`config.mk`:
```
export PLATFORM = sky130hd
export DESIGN_NAME = b2b_ram
export DESIGN_NICKNAME = d
export VERILOG_FILES = /design/src/sv/b2b_ram.sv
export SDC_FILE = /design/constraint.sdc
export NUM_CORES = 1
export LEC_CHECK = 0
export ABC_AREA = 1
export BUFFER_PORTS_ARGS = -buffer_cell sky130_fd_sc_hd__buf_2
export CAP_MARGIN = 20
export CORE_MARGIN = 5
export CORE_UTILIZATION = 38
export CTS_BUF_LIST = sky130_fd_sc_hd__clkbuf_8
export CTS_CLUSTER_DIAMETER = 50
export DETAILED_ROUTE_END_ITERATION = 16
export SYNTH_ARGS = -nofsm -noshare
export SYNTH_HDL_FRONTEND = slang
export SYNTH_SLANG_ARGS = --single-unit
```
`constraint.sdc`:
```
create_clock -name i_clk -period 3.9 [get_ports i_clk]
set_input_delay 0.195 -clock i_clk [delete_from_list [all_inputs] [get_ports i_clk]]
set_output_delay 0.195 -clock i_clk [all_outputs]
set_load 0.05 [all_outputs]
```
`src/sv/b2b_ram.sv`:
```
`timescale 1ns / 1ps
`default_nettype none
// ----------------------------------------------------------------------------
// b2b_ram
// Generic single-write, single-read RAM with registered read data.
// ----------------------------------------------------------------------------
module b2b_ram #(
    parameter int unsigned WIDTH = 64,
    parameter int unsigned DEPTH = 16
) (
    input  wire logic                     i_clk,
    input  wire logic                     i_we,
    input  wire logic [$clog2(DEPTH)-1:0] i_waddr,
    input  wire logic [WIDTH-1:0]         i_wdata,
    input  wire logic [$clog2(DEPTH)-1:0] i_raddr,
    output logic      [WIDTH-1:0]         o_rdata
);
    logic [WIDTH-1:0] r_mem [DEPTH];

    // write port and registered read port
    always_ff @(posedge i_clk) begin
        if (i_we) begin
            r_mem[i_waddr] <= i_wdata;
        end
        o_rdata <= r_mem[i_raddr];
    end
endmodule
`default_nettype wire

```
==> flow_metrics.py <==
metrics = {
    "logic_synthesis": {
        "synth.avg_cell_area_um2": 10.8,
        "synth_ff_type": "edfxtp_1",
        "synthSimpleGateAreaFrac_pct": 19.9,
        "synthTopCellsByCount": "nand2_1 (1349), edfxtp_1 (1024), inv_1 (771), nand3_1 (769), buf_2 (116)",
        "ys_ff_latch": 1088,
        "synth-xor-area-share_pct": 0,
        "yosysTopAreaCellShare_pct": 67.9,
        "synth_top_family_by_area": "simple AND/OR/NAND/NOR gates",
        "synthMuxAreaShare_pct": 0,
        "synth_cells": 4210,
        "yosysSeqAreaShare_pct": 70.7,
        "yosys-top-cells-area": "edfxtp_1 (68%), nand2_1 (11%), nand3_1 (8.5%)",
        "yosys_warnings": 0,
        "synthAdderAreaFrac_pct": 0,
        "async_flop_share_pct": 0,
        "yosysUniqueCellTypes": 15,
        "yosysMostFrequentCell": "nand2_1",
        "synth_edf_count": 1024,
        "synth.largest_area_cell": "edfxtp_1",
        "synthesis.area_um2": 45300,
        "synth.net_count": 4284,
        "synth_compound_area_share_pct": 0,
    },
    "timing": {
        "max_freq_ghz": 0.339,
        "report.final.slew_viol_count": 0,
        "layout_min_cycle_time_ns": 2.95,
        "hold_viol": 0,
        "tightest_slew_ns": 1.07,
        "setup_ws_ns": 0.946,
        "setup_viol": 0,
        "tns_ns": 0,
        "slew_headroom_pct": 28.7,
        "fin_crit_sh_pct": 75.7,
        "skew_ns": 0.0393,
        "rsz0062_at_grt": "false",
    },
    "hold_path": {
        "min_path_type": "in2reg",
        "hold_end": "r_mem[6][19]$_DFFE_PP_",
        "hp-start": "i_we",
        "hold_path_depth": 3,
    },
    "clocking": {
        "cts.sink_count": 1088,
        "clk_pin_slew_ns": 0.06,
        "cts_root_buffer": "clkbuf_8",
        "numCtsBuffers": 179,
        "cts_setup_buffers": 0,
        "cts_buffer_depth": 3,
        "clk_latency_ns": 0.85,
        "h-tree-depth": 4,
        "cts_tree": "done",
    },
    "critical_path": {
        "reg2reg_to": "o_rdata[14]$_DFF_P_",
        "cp.arrival_ns": 3.74,
        "r2r-start": "r_mem[7][14]$_DFFE_PP_",
        "critPathKind": "in2reg",
        "end_kind": "register",
        "required_ns": 4.69,
        "cp_slowest_stage_delay_ns": 0.89,
        "reg2reg_depth": 8,
        "cpMaxStageDelayCell": "buf_4",
        "rrSetupSlack_ns": 1.88,
        "cpMostUsedCell": "nand2_1",
        "cp_max_fo": 89,
        "cp_cell_sequence": "dlygate4sd3_1 -> buf_8 -> buf_4 -> nand2_1 -> nand2_1 -> nand2_1 -> nand3_1 -> dlygate4sd3_1 -> nand3_1 -> nand2_1 -> dlygate4sd3_1",
        "start_kind": "input pin",
    },
    "floorplanning": {
        "ios": 138,
        "fp.coreArea_um2": 118000,
        "die_h_um": 355,
        "die_x_um": 355,
        "die-area_um2": 126000,
        "core.rowCount": 126,
        "start_util_pct": 38.3,
    },
    "placement": {
        "io_buffers": 137,
        "dpl.hpwl_um": 54400,
        "dp_slack_ns": 1.63,
        "place_area_um2": 47400,
        "gp_congestion": 0.736,
    },
    "detailed_routing": {
        "routed_wl_um": 114000,
        "detail_route.wl_per_cell_um": 18.6,
        "ant_nets": 0,
        "drtPass1Iterations": 7,
        "drt_iter0_markers": 2374,
        "vias_per_cell": 4.79,
        "vias": 29376,
        "route.detailed.drc": 0,
    },
    "pwr": {
        "p_sw_mw": 5.97,
        "switching_share_pct": 24.6,
        "p_int_mw": 18.3,
        "seq_power_share_pct": 54.2,
        "power_frac_clock_pct": 38.5,
        "pwr-share-comb_pct": 7.3,
        "p_leak_nw": 22.1,
        "vdd_ir_drop_max_mv": 0.326,
        "power_density_nw_per_um2": 472,
    },
    "global_routing": {
        "antenna_found_initial": 8,
        "grt_use_total_pct": 17.8,
        "grt_pass1_wl_um": 173000,
        "overflow": 0,
        "grt_max_degree": 201,
        "grt_pass1_vias": 28692,
    },
    "cells_and_area": {
        "areaGrowthSynthToFinish_pct": 13.8,
        "layout-drive-gt1-share_pct": 9.66,
        "nets": 4522,
        "postLayoutCellArea_um2": 51500,
    },
    "run": {
        "maxCapViolCount": 0,
    },
    "outcome": {
        "outcome": "finished, final reports clean",
    },
}
[through the flow]
step	power, mW	util (%)	hold slack [ns]	instances
5_1_grt	25.3	43.6	0.0673	6135
4_1_cts	24.6	43.6	0.0121	6132
2_1_floorplan	14.5	-	0.294	4210
3_3_place_gp	15.1	40.1	0.580	5728
6_report	24.3	43.6	0.101	6137
3_5_place_dp	15.1	40.1	0.584	5728
[layout by cell type, fill, tap and decap left out, types with 5 or more instances in the layout]
master / synthesis / routed
inv_8: 0 / 7
buf_12: 0 / 22
nand2_1: 1349 / 1349
clkinv_1: 0 / 27
nand3_1: 769 / 769
buf_2: 116 / 133
nor2_4: 0 / 16
inv_6: 1 / 5
dfxtp_1: 64 / 64
clkbuf_8: 0 / 201
buf_4: 16 / 36
inv_1: 771 / 843
dlygate4sd3_1: 0 / 74
clkinv_2: 0 / 15
edfxtp_1: 1024 / 1024
[layout make-up]
| cell class | count | area, um^2 |
|---|---|---|
| Antenna cell | 4 | 10.0 |
| Clock buffer | 201 | 2770 |
| Clock inverter | 129 | 614 |
| Fill cell | 11008 | 66700 |
| Inverter | 774 | 2940 |
| Multi-Input combinational cell | 2137 | 9110 |
| Sequential cell | 1088 | 32000 |
| Tap cell | 1536 | 1920 |
| Timing Repair Buffer | 268 | 2160 |
[cell families (layout without fill, tap and decap cells)]
| kind of cell | Yosys count | in the layout |
|---|---|---|
| other cells | 0 | 4 |
| buf+inv | 985 | 1372 |
| flops | 1088 | 1088 |
| simple gates | 2137 | 2137 |
[critical path, delay by kind of cell]
| kind | cells | cell delay, ns |
|---|---|---|
| buf+inv | 5 | 2.97 |
| simple gates | 6 | 0.53 |
[per-layer routing]
metal  vias to the layer above  GRT usage [%]  wire length (um)
met5                         -              0                 9
met4                         2           4.98              2140
met3                       164           3.30              7470
met2                       946           28.8             53100
met1                     14156           24.8             51600
li1                      14108              -                 -
[registers in the layout, indices dropped and copies added (netlist names)]
| signal | cells |
|---|---|
| o_rdata | 64 |
| r_mem | 1024 |
[power by group through the flow]
| stage | logic, mW | registers, mW | clock network [mW] |
|---|---|---|---|
| 2_1_floorplan | 0.879 | 13.7 | 0 |
| 3_5_place_dp | 1.73 | 13.4 | 0 |
| 6_report | 1.78 | 13.2 | 9.35 |
| 3_3_place_gp | 1.71 | 13.4 | 0 |
| 5_1_grt | 1.97 | 13.2 | 10.1 |
| 4_1_cts | 1.80 | 13.2 | 9.57 |
[repair_timing]
| action | CTS | global route |
|---|---|---|
| hold buffers | 74 | 0 |
| endpoints found under the hold margin | 1065 | 0 |
| resized for setup | 0 | 0 |
[worst max path at each step]
stage / start / end / depth (start not counted)
2_1_floorplan: i_waddr[2] / r_mem[10][0]$_DFFE_PP_ / 2
4_1_cts: i_raddr[0] / o_rdata[14]$_DFF_P_ / 11
3_5_place_dp: i_waddr[2] / r_mem[2][10]$_DFFE_PP_ / 5
6_report: i_raddr[0] / o_rdata[14]$_DFF_P_ / 11
5_1_grt: i_raddr[0] / o_rdata[14]$_DFF_P_ / 11
3_3_place_gp: i_raddr[0] / o_rdata[1]$_DFF_P_ / 7
(Power assumes the default switching activity.)
