[config.mk]
export PLATFORM = sky130hd
export DESIGN_NAME = b2b_mix
export DESIGN_NICKNAME = d
export VERILOG_FILES = /design/src/sv/b2b_pkg.sv /design/src/sv/b2b_mix.sv
export SDC_FILE = /design/constraint.sdc
export NUM_CORES = 1
export LEC_CHECK = 0
export ABC_CLOCK_PERIOD_IN_PS = 8700
export BUFFER_PORTS_ARGS = -buffer_cell sky130_fd_sc_hd__buf_2
export CELL_PAD_IN_SITES_DETAIL_PLACEMENT = 1
export CELL_PAD_IN_SITES_GLOBAL_PLACEMENT = 2
export CORE_MARGIN = 4
export CORE_UTILIZATION = 25
export DETAILED_ROUTE_END_ITERATION = 8
export PLACE_DENSITY = 0.89
export SYNTH_ARGS = -nofsm -noshare
export SYNTH_HDL_FRONTEND = slang
export SYNTH_SLANG_ARGS = --single-unit
[constraint.sdc]
create_clock -name vclk -period 8.7
set_input_delay 1.305 -clock vclk [all_inputs]
set_output_delay 1.305 -clock vclk [all_outputs]
set_load 0.005 [all_outputs]
[src/sv/b2b_pkg.sv]
`timescale 1ns / 1ps
`default_nettype none
// ----------------------------------------------------------------------------
// b2b_pkg
// Shared types, constants and tables of the BLAKE2b-512 hash engine.
// ----------------------------------------------------------------------------
package b2b_pkg;

    localparam int unsigned WordW   = 64;
    localparam int unsigned BlkWrds = 16;
    localparam int unsigned ChnWrds = 8;
    localparam logic [7:0]  BlkBytes = 8'd128;
    localparam logic [63:0] ParamW0 = 64'h0000_0000_0101_0040;

    // four working words handled by one half mix
    typedef struct packed {
        logic [WordW-1:0] a;
        logic [WordW-1:0] b;
        logic [WordW-1:0] c;
        logic [WordW-1:0] d;
    } t_quad;

    // initialisation vector
    function automatic logic [63:0] iv_word(input logic [2:0] k);
        unique case (k)
            3'd0:    return 64'h6a09e667f3bcc908;
            3'd1:    return 64'hbb67ae8584caa73b;
            3'd2:    return 64'h3c6ef372fe94f82b;
            3'd3:    return 64'ha54ff53a5f1d36f1;
            3'd4:    return 64'h510e527fade682d1;
            3'd5:    return 64'h9b05688c2b3e6c1f;
            3'd6:    return 64'h1f83d9abfb41bd6b;
            default: return 64'h5be0cd19137e2179;
        endcase
    endfunction

    // message schedule: word index for round rnd, slot idx
    function automatic logic [3:0] perm_idx(input logic [3:0] rnd, input logic [3:0] idx);
        logic [63:0] row;
        unique case (rnd)
            4'd0, 4'd10: row = 64'hFEDCBA9876543210;
            4'd1, 4'd11: row = 64'h357B20C16DF984AE;
            4'd2:        row = 64'h491763EADF250C8B;
            4'd3:        row = 64'h8F04A562EBCD1397;
            4'd4:        row = 64'hD386CB1EFA427509;
            4'd5:        row = 64'h91EF57D438B0A6C2;
            4'd6:        row = 64'hB8293670A4DEF15C;
            4'd7:        row = 64'hA2684F05931CE7BD;
            4'd8:        row = 64'h5A417D2C803B9EF6;
            4'd9:        row = 64'h0DC3E9BF5167482A;
            default:     row = 64'hFEDCBA9876543210;
        endcase
        return row[{idx, 2'b00} +: 4];
    endfunction

    // working-vector indices a,b,c,d of mix g, packed {a,b,c,d}
    function automatic logic [15:0] mix_idx(input logic [2:0] g);
        unique case (g)
            3'd0:    return 16'h048C;
            3'd1:    return 16'h159D;
            3'd2:    return 16'h26AE;
            3'd3:    return 16'h37BF;
            3'd4:    return 16'h05AF;
            3'd5:    return 16'h16BC;
            3'd6:    return 16'h278D;
            default: return 16'h349E;
        endcase
    endfunction

endpackage
`default_nettype wire

[src/sv/b2b_mix.sv]
`timescale 1ns / 1ps
`default_nettype none
// ----------------------------------------------------------------------------
// b2b_mix
// Half of the G function: one message word added, two add/xor/rotate pairs.
// ----------------------------------------------------------------------------
module b2b_mix (
    input  wire b2b_pkg::t_quad i_q,
    input  wire logic [63:0]    i_msg,
    input  wire logic           i_half,
    output b2b_pkg::t_quad      o_q
);
    import b2b_pkg::*;

    logic [63:0] w_a, w_dx, w_d, w_c, w_bx, w_b;

    // first half rotates by 32 and 24, second by 16 and 63
    always_comb begin
        w_a  = i_q.a + i_q.b + i_msg;
        w_dx = i_q.d ^ w_a;
        w_d  = i_half ? {w_dx[15:0], w_dx[63:16]} : {w_dx[31:0], w_dx[63:32]};
        w_c  = i_q.c + w_d;
        w_bx = i_q.b ^ w_c;
        w_b  = i_half ? {w_bx[62:0], w_bx[63]} : {w_bx[23:0], w_bx[63:24]};
        o_q  = '{a: w_a, b: w_b, c: w_c, d: w_d};
    end
endmodule
`default_nettype wire

==> load_flow_metrics.sql <==
INSERT INTO impl_metrics (metric_group, metric, value, unit) VALUES
('die', 'initial_utilization', '25.2', '%'),
('critical_path', 'cp_slowest_stage_delay', '550', 'ps'),
('detailed_routing', 'drt_first_iter_violations', '1769', ''),
('critical_path', 'worst-setup-path-type', 'input port to output pin', ''),
('global_routing', 'grt_use_met1', '43.0', '%'),
('placed_design', 'dpl-instance-area', '20400', 'um2'),
('global_routing', 'gr-usage-met3', '8.71', '%'),
('layout', 'seqCellArea', '0', 'um2'),
('die', 'die_area', '49300', 'um2'),
('pwr', 'leakage', '12.3', 'nW'),
('die', 'dieHeight', '222', 'um'),
('critical_path', 'worst_setup_path_end_kind', 'output pin', ''),
('sta', 'final_period_minus_worst_setup_slack', '9530', 'ps'),
('layout', 'seq_cell_count', '0', ''),
('sta', 'post-route-period-util', '110', '%'),
('layout', 'final_cell_area', '24900', 'um2'),
('sta', 'fin_setup_tns', '-53750', 'ps'),
('layout', 'fillers', '5474', ''),
('synthesis', 'mappedNetlistNets', '2065', ''),
('global_routing', 'globalRouteMet2Util', '65.0', '%'),
('sta', 'setup_viol', '109', ''),
('synthesis', 'syn-mean-instance-area', '7.37', 'um2'),
('die', 'die_w', '222', 'um'),
('synthesis', 'synth.cells.most_frequent', '207 x sky130_fd_sc_hd__a21oi_1, 156 x sky130_fd_sc_hd__xnor2_1, 153 x sky130_fd_sc_hd__nor2_1, 125 x sky130_fd_sc_hd__ha_1, 112 x sky130_fd_sc_hd__nand2_1', ''),
('global_routing', 'grt_first_pass_wirelength', '146000', 'um'),
('synthesis', 'synth.lib_cells_used.distinct', '83', ''),
('synthesis', 'synthesized_instance_count', '1554', ''),
('sta', 'maxClockFrequency', '0.105', 'GHz'),
('sta', 'unrepaired_setup_endpoints_after_global_routing', 'yes', ''),
('pwr', 'max-vdd-ir-drop', '0.279', 'mV'),
('synthesis', 'yosysWarnings', '0', ''),
('die', 'pin_count', '577', ''),
('layout', 'layout.nets', '3459', ''),
('synthesis', 'synth_seq_area_share', '0', '%'),
('die', 'rows', '78', ''),
('detailed_routing', 'dr_total_vias', '20600', ''),
('global_routing', 'grt_busiest_layer', 'met2', ''),
('sta', 'finalMaxSlewViolations', '0', ''),
('critical_path', 'critPathArrivalTime', '8220', 'ps'),
('detailed_routing', 'wire_per_inst', '32.5', 'um'),
('global_routing', 'grt_start_max_net_pins', '60', ''),
('layout', 'clkbuf_count', '0', ''),
('status', 'outcome', 'finished, violations left', ''),
('critical_path', 'critPathSlowestCell', 'sky130_fd_sc_hd__fa_1', ''),
('pwr', 'cellPowerDensity', '495', 'nW/um2'),
('placed_design', 'gp_congestion', '1.10', ''),
('run', 'max_cap_violations', '0', ''),
('synthesis', 'post-synth-top-area-cell', 'sky130_fd_sc_hd__ha_1', ''),
('placed_design', 'detailed_place_hpwl', '83800', 'um'),
('detailed_routing', 'route.detailed.drc', '0', ''),
('sta', 'max-slew-margin-rel', '29.7', '%'),
('worst_hold_path', 'hp-class', 'input port to output pin', ''),
('layout', 'final_layout_size_suffix_gt1_share', '62.9', '%'),
('global_routing', 'antenna_found_initial', '18', ''),
('synthesis', 'yosys-top-cells-area', 'sky130_fd_sc_hd__ha_1 14%, sky130_fd_sc_hd__xnor2_1 12%, sky130_fd_sc_hd__fa_1 11%, sky130_fd_sc_hd__a21oi_1 9.0%, sky130_fd_sc_hd__xor2_1 7.2%', ''),
('detailed_routing', 'first_pass_iters', '6', ''),
('sta', 'worstMarginPinSlew', '1050', 'ps'),
('critical_path', 'cp_data_required_time', '7390', 'ps'),
('status', 'violated_checks', 'setup timing', ''),
('sta', 'final_hold_viol_count', '0', ''),
('sta', 'setup_slack', '-828', 'ps'),
('global_routing', 'globalRoute.totalOverflow', '0', ''),
('detailed_routing', 'vias_cell', '5.78', ''),
('die', 'core', '45400', 'um2'),
('placed_design', 'port_buffers', '577', ''),
('global_routing', 'vias_in_the_first_global_route', '21500', ''),
('pwr', 'total_power', '0.0123', 'W'),
('synthesis', 'yosys.cell_count.top_type', 'sky130_fd_sc_hd__a21oi_1', ''),
('detailed_routing', 'drt_wl_total', '115000', 'um'),
('critical_path', 'critical_path_peak_fanout', '4', ''),
('layout', 'layout-area-overhead-vs-synth', '117', '%'),
('detailed_routing', 'ant_nets', '0', ''),
('critical_path', 'start_kind', 'input port', ''),
('synthesis', 'synth_area', '11500', 'um2'),
('global_routing', 'groute.usage.overall', '39.6', '%'),
('synthesis', 'top_cell_type_s_share_of_synthesized_area', '13.6', '%');
report_power, final:
part             internal (W)  leakage (nW)  switching [W]       total (W)
clock network  0.000000000123     0.0000507              0  0.000000000123
logic                 0.00579          12.3        0.00653          0.0123
registers                   0             0              0               0
total                 0.00579          12.3        0.00653          0.0123
through the flow:
step                util (%)  std cells  hold slack, ps  setup WS [ps]
finish                  54.9       3554            3030           -828
global route            54.9       3553            3040          -1040
CTS                     51.0       3477            3030           -473
detailed placement      45.0       3399            3040          -1990
global placement        45.0       3399            3020          -1980
floorplan                  -       1554            2760            347
worst max-delay path: cells and delay by family:
| family | cells | cell delay (ps) |
|---|---|---|
| adders and majority gates | 3 | 1070 |
| muxes | 1 | 220 |
| and+or+nand+nor | 4 | 740 |
| buffers and inverters | 7 | 1040 |
| AOI/OAI and AO/OA | 14 | 3530 |
| xor gates and xnor gates | 2 | 320 |
cell usage in the layout (no fill, tap or decap), types with 11 or more instances in the layout:
cell	netlist	routed
sky130_fd_sc_hd__xnor2_2	2	40
sky130_fd_sc_hd__nor3_1	17	13
sky130_fd_sc_hd__nor2_1	153	136
sky130_fd_sc_hd__inv_1	47	39
sky130_fd_sc_hd__nand3_1	24	24
sky130_fd_sc_hd__buf_4	3	825
sky130_fd_sc_hd__a21oi_2	1	53
sky130_fd_sc_hd__a21o_1	75	73
sky130_fd_sc_hd__nand2_1	112	97
sky130_fd_sc_hd__o21ai_2	1	29
sky130_fd_sc_hd__o21ai_0	69	36
sky130_fd_sc_hd__o21bai_1	31	28
sky130_fd_sc_hd__nand4_1	31	31
sky130_fd_sc_hd__buf_6	0	88
sky130_fd_sc_hd__xnor2_1	156	95
sky130_fd_sc_hd__mux2i_4	0	12
sky130_fd_sc_hd__nand2b_1	14	12
sky130_fd_sc_hd__fa_1	65	60
sky130_fd_sc_hd__buf_2	8	547
sky130_fd_sc_hd__xor2_2	1	19
sky130_fd_sc_hd__a21oi_1	207	138
sky130_fd_sc_hd__nand2_2	0	11
sky130_fd_sc_hd__xnor2_4	0	23
sky130_fd_sc_hd__mux2i_1	45	32
sky130_fd_sc_hd__xor2_1	94	71
sky130_fd_sc_hd__o21a_1	17	14
sky130_fd_sc_hd__ha_1	125	85
sky130_fd_sc_hd__ha_4	0	37
sky130_fd_sc_hd__a21oi_4	0	17
cell families after synthesis:
group	share of synthesized area, %
simple gates	16.8
fa+ha+maj	25.0
compound gates	29.2
buf+inv	4.18
xor+xnor	20.5
mux	4.32
timing repair:
| action | 4_1_cts | 5_1_grt |
|---|---|---|
| resized for setup | 383 | 227 |
| hold buffers | 0 | 0 |
| pin swaps | 184 | 133 |
| setup buffers | 96 | 81 |
| setup endpoints to repair | 116 | 115 |
| gates cloned | 0 | 0 |
final timing paths:
kind / start / cells past startpoint / endpoint / slack [ps]
worst max-delay path: i_msg[3] / 31 / o_q[166] / -830
worst min-delay path: i_q[64] / 3 / o_q[64] / 3030
metal layers:
layer	part of all wire, %	routed length, um
met2	44	51000
met4	13	14500
met1	34	39000
met5	0.093	107
met3	9.5	10900
layout make-up:
type	instances	area [um2]	area share, %
antenna	8	20.0	0.0804
inverter	47	185	0.744
timing repair buffer	1467	10100	40.4
multi-input combinational	1432	13900	55.8
tap	600	751	3.01
No activity file was read; power rests on OpenSTA's default activity.
